File: src/rtl/dpfp_pkg.sv
// ----------------------------------------------------------------------------
// dpfp_pkg
// Shared types, character codes and helpers for the device path field parser.
// ----------------------------------------------------------------------------
package dpfp_pkg;

    // Parse phases, one-hot
    typedef enum logic [8:0] {
        PH_PREFIX = 9'b000000001,
        PH_CHAN   = 9'b000000010,
        PH_COL1   = 9'b000000100,
        PH_DRIVE  = 9'b000001000,
        PH_COL2   = 9'b000010000,
        PH_BASE   = 9'b000100000,
        PH_COL3   = 9'b001000000,
        PH_LEN    = 9'b010000000,
        PH_END    = 9'b100000000
    } t_phase;

    typedef struct packed {
        t_phase      phase;
        logic [4:0]  pos;
        logic [63:0] acc;
        logic [7:0]  chan;
        logic [7:0]  drive;
        logic [63:0] base;
        logic        mismatch;
    } t_parse_state;

    typedef struct packed {
        logic        recognized;
        logic [7:0]  channel_number;
        logic [7:0]  drive_number;
        logic [63:0] base_offset;
        logic [63:0] region_length;
    } t_result;

    localparam t_parse_state PARSE_IDLE = '{
        phase:    PH_PREFIX,
        pos:      5'd0,
        acc:      64'd0,
        chan:     8'd0,
        drive:    8'd0,
        base:     64'd0,
        mismatch: 1'b0
    };

    // Configuration register indexes
    localparam logic CFG_PREFIX_CHARS  = 1'b0;
    localparam logic CFG_PREFIX_LENGTH = 1'b1;

    localparam logic [7:0] CHAR_NUL   = 8'h00;
    localparam logic [7:0] CHAR_COLON = 8'h3A;

    localparam logic [4:0] SHORT_DIGITS = 5'd2;
    localparam logic [4:0] LONG_DIGITS  = 5'd16;

    localparam logic [8:0] BASE_ALIGN_MASK = 9'h1FF;

    // Bit 4 set when c is a hex digit, bits 3:0 hold its value
    function automatic logic [4:0] hex_digit(input logic [7:0] c);
        logic [7:0] v;
        v = 8'd0;
        if (c >= 8'h30 && c <= 8'h39) begin
            v = c - 8'h30;
            return {1'b1, v[3:0]};
        end else if (c >= 8'h41 && c <= 8'h46) begin
            v = c - 8'h41 + 8'd10;
            return {1'b1, v[3:0]};
        end else if (c >= 8'h61 && c <= 8'h66) begin
            v = c - 8'h61 + 8'd10;
            return {1'b1, v[3:0]};
        end
        return 5'd0;
    endfunction

endpackage

File: src/rtl/dpfp_step.sv
// ----------------------------------------------------------------------------
// dpfp_step
// Next parser state for one non-terminator character.
// ----------------------------------------------------------------------------
module dpfp_step (
    input  dpfp_pkg::t_parse_state i_cur,
    input  logic [7:0]             i_char,
    input  logic [63:0]            i_prefix_chars,
    input  logic [3:0]             i_prefix_len,
    output dpfp_pkg::t_parse_state o_nxt
);
    import dpfp_pkg::*;

    t_parse_state st;
    logic [4:0]   dig;
    logic [63:0]  acc_shift;
    logic [4:0]   pos_inc;
    logic [7:0]   want;

    always_comb begin
        // Leave the prefix once all configured characters matched
        st = i_cur;
        if (i_cur.phase == PH_PREFIX && i_cur.pos >= {1'b0, i_prefix_len}) begin
            st.phase = PH_CHAN;
            st.pos   = 5'd0;
            st.acc   = 64'd0;
        end

        dig       = hex_digit(i_char);
        acc_shift = {st.acc[59:0], dig[3:0]};
        pos_inc   = st.pos + 5'd1;
        want      = i_prefix_chars[{st.pos[2:0], 3'b000} +: 8];

        o_nxt = st;
        unique case (st.phase)
            PH_PREFIX: begin
                if (i_char != want) o_nxt.mismatch = 1'b1;
                else                o_nxt.pos      = pos_inc;
            end
            PH_CHAN, PH_DRIVE, PH_BASE, PH_LEN: begin
                if (!dig[4]) begin
                    o_nxt.mismatch = 1'b1;
                end else begin
                    o_nxt.acc = acc_shift;
                    o_nxt.pos = pos_inc;
                    unique case (st.phase)
                        PH_CHAN: begin
                            if (pos_inc >= SHORT_DIGITS) begin
                                o_nxt.chan  = acc_shift[7:0];
                                o_nxt.phase = PH_COL1;
                            end
                        end
                        PH_DRIVE: begin
                            if (pos_inc >= SHORT_DIGITS) begin
                                o_nxt.drive = acc_shift[7:0];
                                o_nxt.phase = PH_COL2;
                            end
                        end
                        PH_BASE: begin
                            if (pos_inc >= LONG_DIGITS) begin
                                o_nxt.base  = acc_shift;
                                o_nxt.phase = PH_COL3;
                            end
                        end
                        default: begin
                            if (pos_inc >= LONG_DIGITS) o_nxt.phase = PH_END;
                        end
                    endcase
                end
            end
            PH_COL1, PH_COL2, PH_COL3: begin
                if (i_char != CHAR_COLON) begin
                    o_nxt.mismatch = 1'b1;
                end else begin
                    o_nxt.pos = 5'd0;
                    o_nxt.acc = 64'd0;
                    unique case (st.phase)
                        PH_COL1: o_nxt.phase = PH_DRIVE;
                        PH_COL2: o_nxt.phase = PH_BASE;
                        default: o_nxt.phase = PH_LEN;
                    endcase
                end
            end
            default: o_nxt.mismatch = 1'b1;
        endcase
    end

endmodule

File: src/rtl/device_path_field_parser_unit.sv
// ----------------------------------------------------------------------------
// device_path_field_parser_unit
// Character-stream parser for device paths of the form
//   <prefix><ch:2 hex>:<drv:2 hex>:<base:16 hex>:<len:16 hex>, zero-terminated.
// Input channel: one character per transaction (i_path_*). Every character is
// folded into the parse state in the cycle it is taken, so one character per
// cycle is sustained while o_path_ready is high. Output channel: one result
// transaction per zero byte, registered.
// The result side holds an output register and one skid entry; o_path_ready
// drops only while both hold results, i.e. when the receiver has stalled
// for a result while a second terminator arrived.
// Configuration: i_cfg_* writes prefix_chars (index 0) or prefix_length
// (index 1); always ready. Write only while no path is in flight.
// Reset clears the configuration, the parse state and both result slots.
// ----------------------------------------------------------------------------
module device_path_field_parser_unit #(
    parameter int PREFIX_MAX = 8
) (
    input  logic        i_clk,
    input  logic        i_rst_n,

    input  logic        i_path_valid,
    output logic        o_path_ready,
    input  logic [7:0]  i_path_char,

    output logic        o_result_valid,
    input  logic        i_result_ready,
    output logic        o_recognized,
    output logic [7:0]  o_channel_number,
    output logic [7:0]  o_drive_number,
    output logic [63:0] o_base_offset,
    output logic [63:0] o_region_length,

    input  logic        i_cfg_valid,
    output logic        o_cfg_ready,
    input  logic        i_cfg_index,
    input  logic [63:0] i_cfg_data
);
    import dpfp_pkg::*;

    logic [63:0]  r_prefix_chars;
    logic [3:0]   r_prefix_length;
    logic [3:0]   plen;

    t_parse_state r_state, n_state, step_nxt;

    logic         r_out_valid, n_out_valid;
    t_result      r_out, n_out;
    logic         r_skid_valid, n_skid_valid;
    t_result      r_skid, n_skid;

    logic         in_fire;
    logic         push;
    logic         pop;
    logic         ok;
    t_result      new_res;

    assign o_cfg_ready  = 1'b1;
    assign o_path_ready = !r_skid_valid;
    assign in_fire      = i_path_valid && o_path_ready;
    assign push         = in_fire && (i_path_char == CHAR_NUL);
    assign pop          = r_out_valid && i_result_ready;

    // Clamp oversize prefix lengths
    assign plen = ({28'd0, r_prefix_length} > 32'(PREFIX_MAX)) ? 4'(PREFIX_MAX)
                                                               : r_prefix_length;

    // Configuration registers
    always_ff @(posedge i_clk) begin
        if (!i_rst_n) begin
            r_prefix_chars  <= 64'd0;
            r_prefix_length <= 4'd0;
        end else if (i_cfg_valid) begin
            unique case (i_cfg_index)
                CFG_PREFIX_CHARS:  r_prefix_chars  <= i_cfg_data;
                CFG_PREFIX_LENGTH: r_prefix_length <= i_cfg_data[3:0];
            endcase
        end
    end

    dpfp_step u_step (
        .i_cur          (r_state),
        .i_char         (i_path_char),
        .i_prefix_chars (r_prefix_chars),
        .i_prefix_len   (plen),
        .o_nxt          (step_nxt)
    );

    // Verdict for a terminator arriving now
    always_comb begin
        ok = !r_state.mismatch && (r_state.phase == PH_END) && (r_state.acc != 64'd0)
             && ((r_state.base[8:0] & BASE_ALIGN_MASK) == 9'd0);
        new_res.recognized     = ok;
        new_res.channel_number = ok ? r_state.chan  : 8'd0;
        new_res.drive_number   = ok ? r_state.drive : 8'd0;
        new_res.base_offset    = ok ? r_state.base  : 64'd0;
        new_res.region_length  = ok ? r_state.acc   : 64'd0;
    end

    // Parse state: restart on the terminator, hold once a mismatch is seen
    always_comb begin
        n_state = r_state;
        if (in_fire) begin
            if (i_path_char == CHAR_NUL)  n_state = PARSE_IDLE;
            else if (!r_state.mismatch)   n_state = step_nxt;
        end
    end

    // Output register with one skid entry behind it
    always_comb begin
        n_out_valid  = r_out_valid;
        n_out        = r_out;
        n_skid_valid = r_skid_valid;
        n_skid       = r_skid;
        if (!r_out_valid || pop) begin
            if (r_skid_valid) begin
                n_out_valid  = 1'b1;
                n_out        = r_skid;
                n_skid_valid = 1'b0;
            end else begin
                n_out_valid = push;
                n_out       = new_res;
            end
        end else if (push) begin
            n_skid_valid = 1'b1;
            n_skid       = new_res;
        end
    end

    always_ff @(posedge i_clk) begin
        if (!i_rst_n) begin
            r_state      <= PARSE_IDLE;
            r_out_valid  <= 1'b0;
            r_skid_valid <= 1'b0;
        end else begin
            r_state      <= n_state;
            r_out_valid  <= n_out_valid;
            r_skid_valid <= n_skid_valid;
        end
    end

    always_ff @(posedge i_clk) begin
        r_out  <= n_out;
        r_skid <= n_skid;
    end

    assign o_result_valid   = r_out_valid;
    assign o_recognized     = r_out.recognized;
    assign o_channel_number = r_out.channel_number;
    assign o_drive_number   = r_out.drive_number;
    assign o_base_offset    = r_out.base_offset;
    assign o_region_length  = r_out.region_length;

endmodule

File: config.mk
export PLATFORM = sky130hd
export DESIGN_NAME = device_path_field_parser_unit
export DESIGN_NICKNAME = d
export VERILOG_FILES = /design/src/rtl/dpfp_pkg.sv /design/src/rtl/dpfp_step.sv /design/src/rtl/device_path_field_parser_unit.sv
export SDC_FILE = /design/constraint.sdc
export NUM_CORES = 1
export LEC_CHECK = 0
export BUFFER_PORTS_ARGS = -buffer_cell sky130_fd_sc_hd__buf_2
export CAP_MARGIN = 10
export CORE_UTILIZATION = 40
export DETAILED_ROUTE_END_ITERATION = 7
export PLACE_DENSITY = 0.57
export SLEW_MARGIN = 10
export SYNTH_ARGS = -nofsm -noshare
export SYNTH_HDL_FRONTEND = slang
export SYNTH_SLANG_ARGS = --single-unit
File: constraint.sdc
create_clock -name i_clk -period 14.3 [get_ports i_clk]
set_input_delay 2.86 -clock i_clk [delete_from_list [all_inputs] [get_ports i_clk]]
set_output_delay 2.86 -clock i_clk [all_outputs]
set_load 0.1 [all_outputs]
* Word-level counts from Yosys, hierarchy flattened
Cells that the tools add are included.
Operators by class: add/sub/neg operators 6, $mul 0, div/mod/pow operators 0, magnitude comparators 10, eq/ne operators 13, shift-type cells 1, mux-type cells 39, bitwise gates (word level) 3, reduce and logical (&&, ||, !) cells 34
Operators with widths (number):
- 159-bit 2-to-1 mux | 2
- 64-bit 2-to-1 mux | 4
- 158-bit 2-to-1 mux | 1
- 78-bit 2-to-1 mux | 2
- 145-bit 2-to-1 mux | 1
- 64-bit case mux with 2 select lines | 1
- 80-bit 2-to-1 mux | 1
- 64-bit nonzero test | 1
- 64-bit by 7-bit variable part select with 8-bit output | 1
- 8-bit 2-to-1 mux | 5
- 9-bit 2-to-1 mux | 4
- 9-bit case mux with 3 select lines | 1
- 5-bit 2-to-1 mux | 5
- 9-bit by 1-bit == test with 1-bit output (second input constant) | 2
- 9-bit case mux with 2 select lines | 1
- 6-bit AND reduction | 3
- 8-bit by 7-bit greater-or-equal comparator with 1-bit output (second input constant) | 2
- 8-bit by 7-bit <= comparator with 1-bit output (second input constant) | 2
- 8-bit case mux with 2 select lines | 1
- 5-bit case mux with 3 select lines | 1
- 2-bit nonzero test | 7
- 4-bit by 1-bit subtractor with 4-bit output (second input constant) | 3
- 1-bit logical AND | 10
- 9-bit by 2-bit == test with 1-bit output (second input constant) | 1
- other kinds (30) | 44
Storage, ports and cells: flip-flop bits (word level) 519, latch bits 0, bits in writable memories 0, bits in read-only memories 0, input bits 78, output and inout bits 148, logic and storage cells 127, memories 0

* Longest topological paths before layout
Gate-level depths: netlist (run 1).
depth after elaboration 13, gate-level depth with buffers 17, mapped depth without buffers 13

* Hierarchy
A second synthesis (run 1) with hierarchy kept.
Unflattened totals: cell total of the unflattened synthesis 2372, area, all modules 23621.4 um^2
Modules (own cells, without submodules):
- device_path_field_parser_unit | instances 1, cells an instance 1773, area an instance 19889.1 um^2, seq. area each 13292.7 um^2
- dpfp_step | instances 1, cells an instance 599, area an instance 3732.3 um^2, seq. area each 0.0 um^2

* Worst setup path after synthesis (run 1)
OpenSTA, ideal clock, no wires.
path kind in2reg, from input port i_result_ready, to register r_skid[0] (netlist bit) (enable), library setup time 1.330 ns, arrival time 11.867 ns, data required time 12.970 ns, path slack 1.102 ns, cell stages on the path 3, path buffers 0, path through nor2b_1 -> inv_1 -> nor2_1
Between the ends: word-level cells in the longest chain between the ends 4
Ends and longest elaborated chain:
- from (decl) | line device_path_field_parser_unit.sv:27 | input logic i_result_ready,
- 1-bit logical AND | line device_path_field_parser_unit.sv:62 | assign pop = r_out_valid && i_result_ready;
- 1-bit logical OR | line device_path_field_parser_unit.sv:115 | if (!r_out_valid || pop) begin
- 1-bit inverter (no source line)
- 2-bit AND reduction (no source line)
- to (signal assigned) | line device_path_field_parser_unit.sv:144 | r_skid <= n_skid;
- to (decl) | line device_path_field_parser_unit.sv:50 | t_result r_skid, n_skid;
Every way passes these cells. A chain may end at the register's enable or synchronous reset.

* Worst setup path after layout (run 1)
from input port i_path_char[5], to register r_state[64] (netlist bit)
Between the ends: word-level cells in the longest chain between the ends 8, elaborated cells on any way between the ends 23, classes of those cells order compare: 6; eq/ne: 1; mux: 7; reduce/logical: 9
Ends and longest elaborated chain:
- from (decl) | line device_path_field_parser_unit.sv:24 | input logic [7:0] i_path_char,
- 8-bit by 7-bit greater-or-equal comparator with 1-bit output or 8-bit by 7-bit <= comparator with 1-bit output (tied branches) | line dpfp_pkg.sv:70 | end else if (c >= 8'h61 && c <= 8'h66) begin
- 1-bit logical AND | line dpfp_pkg.sv:70
- 1-bit 2-to-1 mux | line dpfp_pkg.sv:70
- 1-bit 2-to-1 mux | line dpfp_pkg.sv:67 | end else if (c >= 8'h41 && c <= 8'h46) begin
- 1-bit 2-to-1 mux | line dpfp_pkg.sv:64 | if (c >= 8'h30 && c <= 8'h39) begin
- 5-bit 2-to-1 mux | line dpfp_pkg.sv:74 | return 5'd0;
- 2-bit nonzero test (no source line)
- 6-bit AND reduction (no source line)
- to (signal assigned) | line device_path_field_parser_unit.sv:136 | r_state <= n_state;
- to (decl) | line device_path_field_parser_unit.sv:45 | t_parse_state r_state, n_state, step_nxt;
Parallel ways exist; a longest one is shown, timed or not.

==> impl_metrics.toml, run 1 <==
[drt]
dr.pass1.iters = 5
wire_per_inst_um = 18.5
drtAntennaViolNets = 0
vias = 14400
routed_wl_mm = 51.0
avgViaCountPerCell = 5.22
drc = 0
drtIter0Drc = 935

[critical_path]
cp-start-kind = "primary input"
crit_required_ps = 14810
path_max_fanout = 64
end_kind = "register"
cp_data_arrival_time_ps = 6300
worstSetupPathType = "primary input to register"

[synth]
synth_area_per_cell_sq_um = 11.8
yosysTopAreaCellShare_pct = 40.1
netlist.top_cell.by_area = "edfxtp_1"
synthCells = 1836
yosys-top-cells-area = "edfxtp_1, dfxtp_1, mux2_2"
ys.flop_type = "edfxtp_1"
synth_most_common_cell = "edfxtp_1"
synth-seq-cells = 519
yosysWarnings = 0
synth_edf_count = 290
synth-async-reset-ratio_pct = 0
ys_types = 68
netlist_area_sq_um = 21700
seq_area_frac_synth_pct = 61.2
synth_common_cells = "edfxtp_1, nand2_1, dfxtp_1, and2_1, mux2_2"

[pwr]
seqPwrFrac_pct = 51.5
leakage_uw = 0.00956
power_uw = 3060
p_sw_share_pct = 22.3
p_clk_share_pct = 43.9
p_int_uw = 2380
ir_drop_mv = 0.0877
pwr_density_cell_nw_per_um2 = 122
switching_power_uw = 683
combPwrFrac_pct = 4.6

[global_route]
antenna_found_initial = 0
grt_overflow = 0
grt_usage_pct = 18.4
grt_pass1_vias = 14400
grt_max_degree = 136
grt_pass1_wl_mm = 81.2

[cts]
post-cts-setup-buffer-count = 0
cts_tree = "yes"
clkSinkCount = 519
cts_buffers = 54
cts_hold_buf = 0
clk_latency_ps = 600
cts_resized = 0
cts-root-buf = "clkbuf_16"
path_clk_slew_ps = 60
clock_path_buffers = 3
cts-htree-levels = 2

[timing]
finalHoldViolCount = 0
setup_viol = 0
rsz0062_at_grt = "no"
relSlewSlack_pct = 28.0
fin_worst_skew_ps = 16.8
slew_viol_final = 0
period_minus_slack_ps = 5790
worstMarginPinSlew_ps = 1080
fin_crit_sh_pct = 40.5
holdWs_ps = 447
tns_ps = 0
fmaxAchievable_mhz = 173

[die]
dieArea_sq_um = 55300
start_util_pct = 40.5
ios = 226
die_height_um = 235
placementRows = 85
core_sq_um = 53700
die_x_um = 235

[place]
hpwlAfterDp_mm = 32.4
io_buffers = 224
gp_congestion = 0.824

[final_layout]
drive_gt1_share_pct = 23.8
nets = 2103
fillers = 4900
diodes = 0
syn2layout_area_growth_pct = 15.7

[flow_run]
drv_cap = 0

[worst_hold_path]
hp-class = "register to register"

[run_status]
status = "complete, no violations"
==> registers in the layout (all words and copies together), names as in the netlist <==
register	count
o_region_length	64
o_channel_number	8
r_skid	145
r_prefix_length	4
r_prefix_chars	64
r_skid_valid	1
o_drive_number	8
r_state	159
o_base_offset	64
o_recognized	1
o_result_valid	1
==> through the flow <==
step | setup slack (ps) | utilization (%) | instance area (sq um) | cells
2_1_floorplan | 1100 | - | 21800 | 1844
3_3_place_gp | 8120 | 43.7 | 23500 | 2656
3_5_place_dp | 7930 | 43.7 | 23500 | 2656
4_1_cts | 8570 | 46.8 | 25200 | 2754
5_1_grt | 8270 | 46.8 | 25200 | 2754
6_report | 8510 | 46.8 | 25200 | 2754
==> worst max-delay path: stages <==
cell and delay, ps:
buf_2 190, nor4bb_1 440, a21boi_0 500, o21bai_1 350, inv_1 180, nor4_1 580, o21a_2 200, buf_4 590
nand3_1 160, a21boi_0 210
==> power by group through the flow <==
stage | Clock, uW | Sequential (uW) | Combinational (uW)
after CTS | 1390 | 1580 | 142
after floorplan | 0 | 1610 | 94.5
after global placement | 0 | 1610 | 141
after detailed placement | 0 | 1610 | 142
after global routing | 1440 | 1580 | 156
final | 1340 | 1580 | 142
==> worst paths after layout <==
path | start | to | slack (ps) | cells after the start
max reg2reg | r_state[145] | r_state[146] | 9950 | 13
min | r_state[43] | r_state[43] | 450 | 2
max | i_path_char[5] | r_state[64] | 8510 | 10
min reg2reg | r_state[43] | r_state[43] | 450 | 2
==> routing by layer <==
layer	routed length (um)	part of all wire, %	global-route usage, %
met1	22800	45	24.3
met4	1330	2.6	6.12
met3	3010	5.9	4.12
met5	0	0	0
met2	23900	47	29.7
==> cell usage in the layout (no fill, tap or decap), drive strengths merged, types with 5 or more instances in the layout <==
master / instances
nor3: 12
nor2b: 90
conb: 10
nand2b: 7
a31oi: 6
nand3: 81
or2: 5
clkbuf: 71
or4: 5
xor2: 5
mux2i: 30
nand4: 7
nand2: 246
mux4: 6
clkinv: 19
buf: 241
a21boi: 138
or3: 10
xnor2: 5
mux2: 140
o22ai: 8
inv: 19
edfxtp: 290
o21ai: 24
ha: 9
nor4: 26
dfxtp: 229
and2: 151
nor2: 23
a21oi: 29
a22oi: 63
==> cell families after synthesis <==
logic type	share of synthesized area [%]
other	0.0345
buffers and inverters	2.54
xor gates and xnor gates	0.403
and+or+nand+nor	16.2
muxes	9.26
DFF	61.2
adders and majority gates	0.518
AOI/OAI and AO/OA	9.91
==> cell type report <==
cell class / instances / area, sq um / share of cell area (%)
Inverter: 16 / 70.1 / 0.278
Clock buffer: 71 / 1480 / 5.88
Tap cell: 696 / 871 / 3.46
Timing Repair Buffer: 241 / 1260 / 5.02
Clock inverter: 27 / 199 / 0.791
Multi-Input combinational cell: 1184 / 7980 / 31.7
Sequential cell: 519 / 13300 / 52.8
Note: power is estimated with default switching activity, not from simulation.
==> run 2, diff against run 1 <==
Settings changed: ABC_AREA set to 1, PLACE_DENSITY 0.57 to 0.59.
Clock period 14.3 ns to 5.3 ns, I/O delays scaled along.
==> run 2 against run 1 <==
Compared with the run above: clock power increased to 2.9 times the previous value; synthesized cell count increased by 49%; sequential share of layout area decreased by 3.5 points; via count increased by 30%; highest routed layer is now met5; clock skew increased by 16 ps; sequential power increased to 2.7 times the previous value; combinational power increased to 7.3 times the previous value; synthesized area increased by 7.6%.
==> impl_metrics.toml, run 2 <==
[critical_path]
path_max_fanout = 41
crit_required_ps = 5840
end_kind = "register"
r2r-end = "r_state[90]"
crit_path_start = "r_state[145]"
r2r_start = "r_state[145]"
critPathSlowestCell = "nand2_2"
rrSetupSlack_ps = 1150
worstSetupEndpoint = "r_state[90]"
cp_data_arrival_time_ps = 4690
r2r_cells = 23
worstSetupPathType = "register to register"
cp-start-kind = "register"
critPathMostFrequentCell = "nand2_1"
crit_chain = "clkinv_1 -> buf_4 -> ha_1 -> inv_1 -> nand2_1 -> nand3b_1 -> nand2_1 -> nand2_4 -> nand2_1 -> nand3_1 -> nand2_1 -> inv_2 -> nand2_2 -> nor2_4 -> buf_4 -> nand2_2 -> nand2_1 -> inv_2 -> nand2_2 -> a32oi_1 -> inv_1 -> nand2_1 -> a21oi_1"
cpPeakStageDelay_ps = 490

[final_layout]
final_cell_mix = "nand2_1, nor2_1, edfxtp_1"
fillers = 5670
syn2layout_area_growth_pct = 15.3
fin_area_sq_um = 27000
drive_gt1_share_pct = 15.5
reg_top3 = "r_state x159, r_skid x145"
largest_reg_flops = 159
regMostFlops = "r_state"
nets = 2985
multiInputGateArea_sq_um = 8340
final-seq-area_sq_um = 13300
layout_commonest_cell = "nand2_1"

[cts]
cts_hold_buf = 0
cts_tree = "yes"
cts-htree-levels = 2
path_clk_slew_ps = 60
cts_resized = 0
clk_latency_ps = 620
cts-root-buf = "clkbuf_16"
cts_buffers = 55
clock_path_buffers = 3
post-cts-setup-buffer-count = 0
clkSinkCount = 519

[timing]
slew_viol_final = 0
relSlewSlack_pct = 21.8
fmaxAchievable_mhz = 241
rsz0062_at_grt = "no"
period_minus_slack_ps = 4150
setup_viol = 0
worstMarginPinSlew_ps = 1170
fin_crit_sh_pct = 78.2
finalHoldViolCount = 0
fin_worst_skew_ps = 33.0

[global_route]
grt_max_degree = 148
antenna_found_initial = 4
grt_pass1_vias = 17900
grt_usage_pct = 20.2
grt_overflow = 0
grt_pass1_wl_mm = 97.3

[synth]
synth-async-reset-ratio_pct = 0
seq_area_frac_synth_pct = 56.9
synth_common_cells = "nand2_1, nor2_1, edfxtp_1, inv_1, dfxtp_1"
synth_most_common_cell = "nand2_1"
yosys-top-cells-area = "edfxtp_1, dfxtp_1, nand2_1"
ys_types = 45
yosysWarnings = 0
synthCells = 2744
synth_edf_count = 290
ys.flop_type = "edfxtp_1"
yosysTopAreaCellShare_pct = 37.2
synth_area_per_cell_sq_um = 8.52
netlist_area_sq_um = 23400
netlist.top_cell.by_area = "edfxtp_1"
synth-seq-cells = 519

[die]
start_util_pct = 40.5
placementRows = 88
core_sq_um = 57700
die_height_um = 244
ios = 226
dieArea_sq_um = 59400
die_x_um = 244

[worst_hold_path]
hp-class = "register to register"
hold_depth = 2

[drt]
wire_per_inst_um = 16.4
avgViaCountPerCell = 5.03
drtIter0Drc = 1847
drtAntennaViolNets = 0
routed_wl_mm = 60.8
dr.pass1.iters = 6
drc = 0
vias = 18700

[flow_run]
drv_cap = 0

[place]
dpl-instance-area_sq_um = 25100
gp_congestion = 0.870
io_buffers = 224
hpwlAfterDp_mm = 39.3

[pwr]
ir_drop_mv = 0.230
leakage_uw = 0.0108
pwr_density_cell_nw_per_um2 = 343
power_uw = 9260

[run_status]
status = "complete, no violations"
## run 2: final cells by class
class	instances	share of cell area, %
Antenna cell	3	0.0278
Clock buffer	68	5.68
Clock inverter	35	1.19
Inverter	280	3.93
Multi-Input combinational cell	1786	30.9
Sequential cell	519	49.3
Tap cell	765	3.55
Timing Repair Buffer	256	5.37
## run 2: how the worst min path moves through the flow
stage,to,startpoint
final,r_prefix_length[0],r_prefix_length[0]
after CTS,r_prefix_length[0],r_prefix_length[0]
after floorplan,r_prefix_chars[24],r_prefix_chars[24]
after detailed placement,r_prefix_length[0],r_prefix_length[0]
after global placement,r_prefix_chars[57],r_prefix_chars[57]
after global routing,r_state[100],r_state[100]
## run 2: logic make-up (layout without fill, tap and decap cells)
group | after synthesis | after routing | share of synthesized area (%)
DFF | 519 | 519 | 56.9
AOI/OAI and AO/OA | 405 | 405 | 11.5
and+or+nand+nor | 1362 | 1362 | 23.4
other | 2 | 13 | 0.0321
adders and majority gates | 9 | 9 | 0.482
buffers and inverters | 447 | 639 | 7.81
## run 2: worst max-delay path: cells and delay by family, from the launching register on
| kind | cells | cell delay, ps |
|---|---|---|
| and+or+nand+nor | 13 | 2000 |
| buffers and inverters | 7 | 1100 |
| DFF | 1 | 330 |
| AOI/OAI and AO/OA | 2 | 330 |
| adders and majority gates | 1 | 300 |
## run 2: power by group
group,total [uW],internal (uW),switching [uW]
Clock,3940,2300,1650
Combinational,1030,209,819
Sequential,4290,4250,35.9
Total,9260,6760,2500
## run 2: per-layer routing
layer  GRT usage, %  vias to the layer above  wire (um)
met5              0                        -         11
met1           28.3                     8729      28100
met4           6.64                        2       1770
met3           3.48                      123       3540
li1               -                     9267          -
met2           31.7                      561      27300
## run 2: metrics by stage
step	hold slack (ps)	setup WS [ps]	std cells	utilization (%)	TNS [ps]
6_report	457	1150	3712	46.7	0
5_1_grt	484	771	3710	46.7	0
4_1_cts	462	1200	3709	46.7	0
3_5_place_dp	452	938	3606	43.5	0
3_3_place_gp	441	1080	3606	43.5	0
2_1_floorplan	425	-5010	2752	-	-726290
